==> src/rtl/core/mlr_pkg.sv <==
// ----------------------------------------------------------------------------
// mlr_pkg
// Types and constants shared by the midpoint line rasterizer modules.
// ----------------------------------------------------------------------------
package mlr_pkg;

   localparam int COORD_BITS = 12;
   localparam int COLOR_BITS = 24;
   localparam int DEC_BITS   = COORD_BITS + 5;
   localparam int INC_BITS   = COORD_BITS + 4;

   typedef logic [COORD_BITS-1:0]      coord_type;
   typedef logic [COLOR_BITS-1:0]      color_type;
   typedef logic signed [DEC_BITS-1:0] dec_type;
   typedef logic signed [INC_BITS-1:0] inc_type;

   typedef enum logic {
      ACT_LOAD = 1'b0,
      ACT_STEP = 1'b1
   } action_type;

   // Line case: which axis is major and which way the minor axis moves.
   typedef enum logic [1:0] {
      OCT_X_MAJOR_RISE = 2'd0,
      OCT_Y_MAJOR_RISE = 2'd1,
      OCT_X_MAJOR_FALL = 2'd2,
      OCT_Y_MAJOR_FALL = 2'd3
   } octant_type;

   typedef struct packed {
      action_type action;
      coord_type  start_x;
      coord_type  start_y;
      coord_type  end_x;
      coord_type  end_y;
      color_type  line_color;
   } req_type;

   typedef struct packed {
      logic      pixel_valid;
      coord_type pixel_x;
      coord_type pixel_y;
      color_type pixel_color;
      logic      last_pixel;
   } rsp_type;

   typedef struct packed {
      coord_type  cur_x;
      coord_type  cur_y;
      coord_type  major_end;
      dec_type    decision;
      inc_type    inc_keep;
      inc_type    inc_step;
      octant_type octant;
      logic       active;
   } line_state_type;

endpackage

==> src/rtl/core/midpoint_line_raster.sv <==
// ----------------------------------------------------------------------------
// midpoint_line_raster
// Integer midpoint line rasterizer for all octants, one pixel per transaction.
// ----------------------------------------------------------------------------
// Usage:
//  - req channel (valid/ready, req_type): a load transaction (action = load)
//    latches two endpoints and a color and returns the first pixel; a step
//    transaction returns the next pixel of the current line.
//  - rsp channel (valid/ready, rsp_type): exactly one response per request.
//    The line endpoint carries last_pixel. A step with no line in progress
//    (never loaded, or endpoint already sent) returns pixel_valid = 0 with
//    all other fields zero. Equal endpoints give one pixel flagged last.
//  - A load in the middle of a line drops the old line.
//  - The response is registered: rsp_valid rises in the cycle after acceptance.
//  - Throughput: one transaction per cycle when not stalled; setup or step
//    and endpoint compare run in the accept cycle; the output register sets the pace.
//  - Stall: while rsp_valid is high and rsp_ready is low, the response holds
//    and req_ready is low; req_ready follows rsp_ready combinationally.
//  - Reset (synchronous, active high) drops any line and any pending response.
// ----------------------------------------------------------------------------
module midpoint_line_raster (
   input  logic             clock,
   input  logic             reset,
   input  logic             req_valid,
   output logic             req_ready,
   input  mlr_pkg::req_type req_data,
   output logic             rsp_valid,
   input  logic             rsp_ready,
   output mlr_pkg::rsp_type rsp_data
);
   import mlr_pkg::*;

   line_state_type line_ff, line_in;
   line_state_type setup_state, adv_state, pick;
   color_type      color_ff, color_in;
   rsp_type        rsp_ff, rsp_in;
   logic           rsp_valid_ff, rsp_valid_in;
   logic           accept, emit, last;
   coord_type      major;

   mlr_setup u_setup (
      .req   (req_data),
      .setup (setup_state)
   );

   mlr_advance u_advance (
      .cur (line_ff),
      .nxt (adv_state)
   );

   // Output register frees up whenever the consumer takes the pending pixel.
   assign req_ready = !rsp_valid_ff || rsp_ready;
   assign accept    = req_valid && req_ready;

   always_comb begin
      line_in  = line_ff;
      color_in = color_ff;
      rsp_in   = '0;
      pick     = adv_state;
      emit     = 1'b0;

      priority if (req_data.action == ACT_LOAD) begin
         pick     = setup_state;
         color_in = req_data.line_color;
         emit     = 1'b1;
      end else if (line_ff.active) begin
         pick = adv_state;
         emit = 1'b1;
      end else begin
         emit = 1'b0;
      end

      // Endpoint test on the major axis of the new pixel.
      major = ((pick.octant == OCT_X_MAJOR_RISE) || (pick.octant == OCT_X_MAJOR_FALL))
            ? pick.cur_x : pick.cur_y;
      last  = (major == pick.major_end);

      if (emit) begin
         line_in            = pick;
         line_in.active     = !last;
         rsp_in.pixel_valid = 1'b1;
         rsp_in.pixel_x     = pick.cur_x;
         rsp_in.pixel_y     = pick.cur_y;
         rsp_in.pixel_color = color_in;
         rsp_in.last_pixel  = last;
      end

      if (accept) begin
         rsp_valid_in = 1'b1;
      end else if (rsp_ready) begin
         rsp_valid_in = 1'b0;
      end else begin
         rsp_valid_in = rsp_valid_ff;
      end
   end

   always_ff @(posedge clock) begin
      if (reset) begin
         line_ff      <= '0;
         rsp_valid_ff <= 1'b0;
      end else begin
         rsp_valid_ff <= rsp_valid_in;
         if (accept) line_ff <= line_in;
      end
   end

   // Payload registers, no reset needed.
   always_ff @(posedge clock) begin
      if (accept) begin
         color_ff <= color_in;
         rsp_ff   <= rsp_in;
      end
   end

   assign rsp_valid = rsp_valid_ff;
   assign rsp_data  = rsp_ff;

endmodule

==> src/rtl/core/mlr_setup.sv <==
// ----------------------------------------------------------------------------
// mlr_setup
// Line setup: orders endpoints, classifies the case, builds decision terms.
// ----------------------------------------------------------------------------
module mlr_setup (
   input  mlr_pkg::req_type        req,
   output mlr_pkg::line_state_type setup
);
   import mlr_pkg::*;

   logic signed [COORD_BITS:0] dx_raw, dy_raw, adx, ady;
   logic signed [COORD_BITS:0] dx, dy;
   dec_type                    dxe, dye;
   dec_type                    dec, step_inc, keep_inc;
   logic                       same_sign, steep, swap;
   octant_type                 oct;
   coord_type                  x1, y1, x2, y2;

   always_comb begin
      dx_raw    = $signed({1'b0, req.end_x}) - $signed({1'b0, req.start_x});
      dy_raw    = $signed({1'b0, req.end_y}) - $signed({1'b0, req.start_y});
      adx       = dx_raw[COORD_BITS] ? -dx_raw : dx_raw;
      ady       = dy_raw[COORD_BITS] ? -dy_raw : dy_raw;
      same_sign = (dx_raw[COORD_BITS] == dy_raw[COORD_BITS]);
      steep     = (ady > adx);

      if (!steep) begin
         oct  = ((dy_raw == '0) || same_sign) ? OCT_X_MAJOR_RISE : OCT_X_MAJOR_FALL;
         swap = (req.start_x > req.end_x);
      end else begin
         oct  = same_sign ? OCT_Y_MAJOR_RISE : OCT_Y_MAJOR_FALL;
         swap = (req.start_y > req.end_y);
      end

      x1 = swap ? req.end_x   : req.start_x;
      y1 = swap ? req.end_y   : req.start_y;
      x2 = swap ? req.start_x : req.end_x;
      y2 = swap ? req.start_y : req.end_y;

      dx  = $signed({1'b0, x2}) - $signed({1'b0, x1});
      dy  = $signed({1'b0, y2}) - $signed({1'b0, y1});
      dxe = DEC_BITS'(dx);
      dye = DEC_BITS'(dy);

      unique case (oct)
         OCT_X_MAJOR_RISE: begin
            dec      = dxe - (dye <<< 1);
            step_inc = (dxe <<< 1) - (dye <<< 1);
            keep_inc = -(dye <<< 1);
         end
         OCT_Y_MAJOR_RISE: begin
            dec      = (dxe <<< 1) - dye;
            step_inc = (dxe - dye) <<< 1;
            keep_inc = dxe <<< 1;
         end
         OCT_X_MAJOR_FALL: begin
            dec      = -dxe - (dye <<< 1);
            step_inc = -((dxe + dye) <<< 1);
            keep_inc = -(dye <<< 1);
         end
         OCT_Y_MAJOR_FALL: begin
            dec      = (dxe <<< 1) + dye;
            step_inc = (dxe + dye) <<< 1;
            keep_inc = dxe <<< 1;
         end
      endcase

      setup.cur_x     = x1;
      setup.cur_y     = y1;
      setup.major_end = ((oct == OCT_X_MAJOR_RISE) || (oct == OCT_X_MAJOR_FALL)) ? x2 : y2;
      setup.decision  = dec;
      setup.inc_step  = INC_BITS'(step_inc);
      setup.inc_keep  = INC_BITS'(keep_inc);
      setup.octant    = oct;
      setup.active    = 1'b1;
   end

endmodule

==> src/rtl/core/mlr_advance.sv <==
// ----------------------------------------------------------------------------
// mlr_advance
// One midpoint step: major axis +1, minor axis by decision sign.
// ----------------------------------------------------------------------------
module mlr_advance (
   input  mlr_pkg::line_state_type cur,
   output mlr_pkg::line_state_type nxt
);
   import mlr_pkg::*;

   logic    dec_neg, dec_zero, step_minor;
   dec_type inc;

   always_comb begin
      dec_neg  = cur.decision[DEC_BITS-1];
      dec_zero = (cur.decision == '0);
      if ((cur.octant == OCT_X_MAJOR_RISE) || (cur.octant == OCT_Y_MAJOR_FALL)) begin
         step_minor = dec_neg || dec_zero;
      end else begin
         step_minor = !dec_neg;
      end
      inc = step_minor ? DEC_BITS'(cur.inc_step) : DEC_BITS'(cur.inc_keep);

      nxt          = cur;
      nxt.decision = cur.decision + inc;

      unique case (cur.octant)
         OCT_X_MAJOR_RISE: begin
            if (step_minor) nxt.cur_y = cur.cur_y + COORD_BITS'(1);
            nxt.cur_x = cur.cur_x + COORD_BITS'(1);
         end
         OCT_Y_MAJOR_RISE: begin
            if (step_minor) nxt.cur_x = cur.cur_x + COORD_BITS'(1);
            nxt.cur_y = cur.cur_y + COORD_BITS'(1);
         end
         OCT_X_MAJOR_FALL: begin
            if (step_minor) nxt.cur_y = cur.cur_y - COORD_BITS'(1);
            nxt.cur_x = cur.cur_x + COORD_BITS'(1);
         end
         OCT_Y_MAJOR_FALL: begin
            if (step_minor) nxt.cur_x = cur.cur_x - COORD_BITS'(1);
            nxt.cur_y = cur.cur_y + COORD_BITS'(1);
         end
      endcase
   end

endmodule

==> config.mk <==
export PLATFORM = sky130hd
export DESIGN_NAME = midpoint_line_raster
export DESIGN_NICKNAME = d
export VERILOG_FILES = /design/src/rtl/core/mlr_pkg.sv /design/src/rtl/core/midpoint_line_raster.sv /design/src/rtl/core/mlr_setup.sv /design/src/rtl/core/mlr_advance.sv
export SDC_FILE = /design/constraint.sdc
export NUM_CORES = 1
export LEC_CHECK = 0
export BUFFER_PORTS_ARGS = -buffer_cell sky130_fd_sc_hd__buf_4
export CAP_MARGIN = 5
export CELL_PAD_IN_SITES_DETAIL_PLACEMENT = 1
export CELL_PAD_IN_SITES_GLOBAL_PLACEMENT = 1
export CORE_UTILIZATION = 47
export DETAILED_ROUTE_END_ITERATION = 8
export PLACE_DENSITY = 0.79
export SYNTH_ARGS = -nofsm -noshare
export SYNTH_HDL_FRONTEND = slang
export SYNTH_HIERARCHICAL = 1
export SYNTH_SLANG_ARGS = --single-unit
==> constraint.sdc <==
create_clock -name clock -period 12.4 [get_ports clock]
set_input_delay 2.48 -clock clock [delete_from_list [all_inputs] [get_ports clock]]
set_output_delay 2.48 -clock clock [all_outputs]
set_load 0.02 [all_outputs]
==> flow_summary_export.csv <==
group,metric,value,unit
worst_setup_path,start_kind,"primary input",
min_path,hold_path.class,"reg -> reg",
worst_setup_path,cp-end-kind,"flop",
worst_setup_path,worstSetupPathType,"in -> reg",
finish,synthToLayoutAreaGrowth,9.425,%
cts,path_clk_slew,0.07,ns
global_route,grt_max_degree,103,
outcome,violations,"capacitance limit, slew limit",
worst_setup_path,crit_arrival,12.17,ns
job,cap_violations,1,
sta,rsz0062_at_grt,"no",
floorplan,dieArea,0.04140,mm^2
floorplan,pin_count,129,
worst_setup_path,slowest_delay,0.66,ns
global_route,grtUsageTotal,33.28,%
worst_setup_path,timing.reg2reg.setup_slack,7.50,ns
placed_design,io_buffer_count,128,
sta,relSlewSlack,-2.112,%
sta,setup_violations,0,
power,powerDensity,300.6,mW/mm^2
worst_setup_path,worstPathRequired,12.77,ns
sta,drv_slew,4,
placed_design,place.detailed.hpwl,53310,um
power,p_leak,8.956,nW
worst_setup_path,cpMostUsedCell,"ha_1",
worst_setup_path,crit_fanout,6,
global_route,grt-ovfl-total,0,
floorplan,die_w,203.5,um
floorplan,rows,73,
floorplan,coreArea,0.03991,mm^2
cts,cts_sinks,163,
synthesis,yosysWarningCount,6,
cts,cts_root_buf,"clkbuf_16",
routing,route.detailed.drc,0,
cts,postCtsSetupRepairBufs,0,
placed_design,gp_congestion,0.9743,
sta,finClkSkew,0.01544,ns
cts,cts_tree,"done",
cts,clk_latency,0.47,ns
sta,fmax,0.08477,GHz
finish,nNetsFinal,2663,
sta,period_minus_slack,11.80,ns
finish,final_cells,2960,
routing,num_vias,18390,
power,ir_worst_vdd,0.1377,mV
routing,ant_nets,0,
placed_design,place_inst,2928,
synthesis,synth.avg_cell_area,7.952,um^2
routing,avgRoutedWirePerCell,23.28,um
finish,diodes,0,
sta,hold_viol,0,
floorplan,die_h,203.5,um
routing,drtIter0Drc,1238,
cts,cts_hold_buffers,0,
cts,cts_max_level,4,
global_route,grt_pass1_vias,18920,
routing,viasPerCell,6.212,
cts,clockBufferDepth,2,
global_route,antenna_found_initial,0,
finish,drive_gt1_share,13.22,%
sta,period_share,95.14,%
synthesis,synth_cells,2399,
finish,finish.utilization,52.30,%
sta,hold-worst-slack,0.5200,ns
worst_setup_path,cpMaxStageDelayCell,"or4b_2",
synthesis,syn-cell-area,0.01908,mm^2
outcome,outcome,"finished with violations",
routing,routed_wl,68920,um
sta,worstMarginPinSlew,1.516,ns
cts,cts_inserted_buffers,17,
floorplan,start_util,47.79,%
power,total_power,6.274,mW
routing,first_pass_iters,5,
global_route,grt_pass1_wl,107700,um
[routing by layer]
metal  vias up  global-route usage [%]  wire length [um]
met5         -                       0                 0
met4         0                   12.86              2465
met3       131                   3.867              3161
met2       495                   58.08             33750
met1      9125                   41.70             29540
li1       8636                       -                 -
[layout by cell type, fill, tap and decap left out, types with 42 or more instances in the layout]
cell type,instances
xor2_1,57
edfxtp_1,74
nand3_1,46
a21oi_1,131
ha_1,155
o21bai_1,42
buf_4,185
nand2_1,226
inv_1,163
mux2i_1,134
dfxtp_1,89
xnor2_1,105
nor2_1,203
o21ai_0,122
a211oi_1,97
[path summary, 6_finish.rpt]
check                            from                       end  cells after the start
max                      req_data[36]  line_ff[17]$_SDFFE_PP0P_                     47
min          line_ff[55]$_SDFFE_PP0P_  line_ff[55]$_SDFFE_PP0P_                      2
max reg2reg  line_ff[37]$_SDFFE_PP0P_  line_ff[51]$_SDFFE_PP0P_                     16
min reg2reg  line_ff[55]$_SDFFE_PP0P_  line_ff[55]$_SDFFE_PP0P_                      2
[registers in the layout, indices dropped and copies added (netlist names)]
signal and count:
rsp_data 50, color_ff 24, line_ff 88, rsp_valid 1
[layout make-up]
type                       instances  area [um^2]
clock buffer                      17        425.4
clock inverter                    15        205.2
fill                            4964        19040
inverter                         166        623.1
multi-input combinational       1887        13550
sequential                       163         4004
tap                              525        656.9
timing repair buffer             187         1411
[metrics by stage]
step	instance area (um^2)	setup TNS [ns]	worst slack, ns
CTS	20810	0	0.2526
detailed placement	20180	-0.3004	-0.1589
finish	20880	0	0.6029
global route	20880	0	0.004803
global placement	20180	0	0.2810
floorplan	19080	0	0.8678
[power breakdown]
part | internal, mW | switching, mW | total [mW] | leakage, nW
sequential | 0.641 | 0.0579 | 0.699 | 1.46
combinational | 1.97 | 3.03 | 4.99 | 7.19
clock | 0.310 | 0.271 | 0.581 | 0.305
total | 2.92 | 3.35 | 6.27 | 8.96
[repair_timing]
item	4_1_cts	5_1_grt
hold endpoints to repair	0	0
resized for setup	0	18
setup endpoints to repair	0	11
[critical path: cells and delay by family]
kind                     cells  cell delay, ns
XOR/XNOR                     2            0.34
adder cells (fa/ha/maj)      5            1.48
multiplexers                 3            0.45
buffers and inverters        6            0.80
AO/OA/AOI/OAI               20            4.46
AND/OR/NAND/NOR             11            2.16
(Power assumes the default switching activity.)
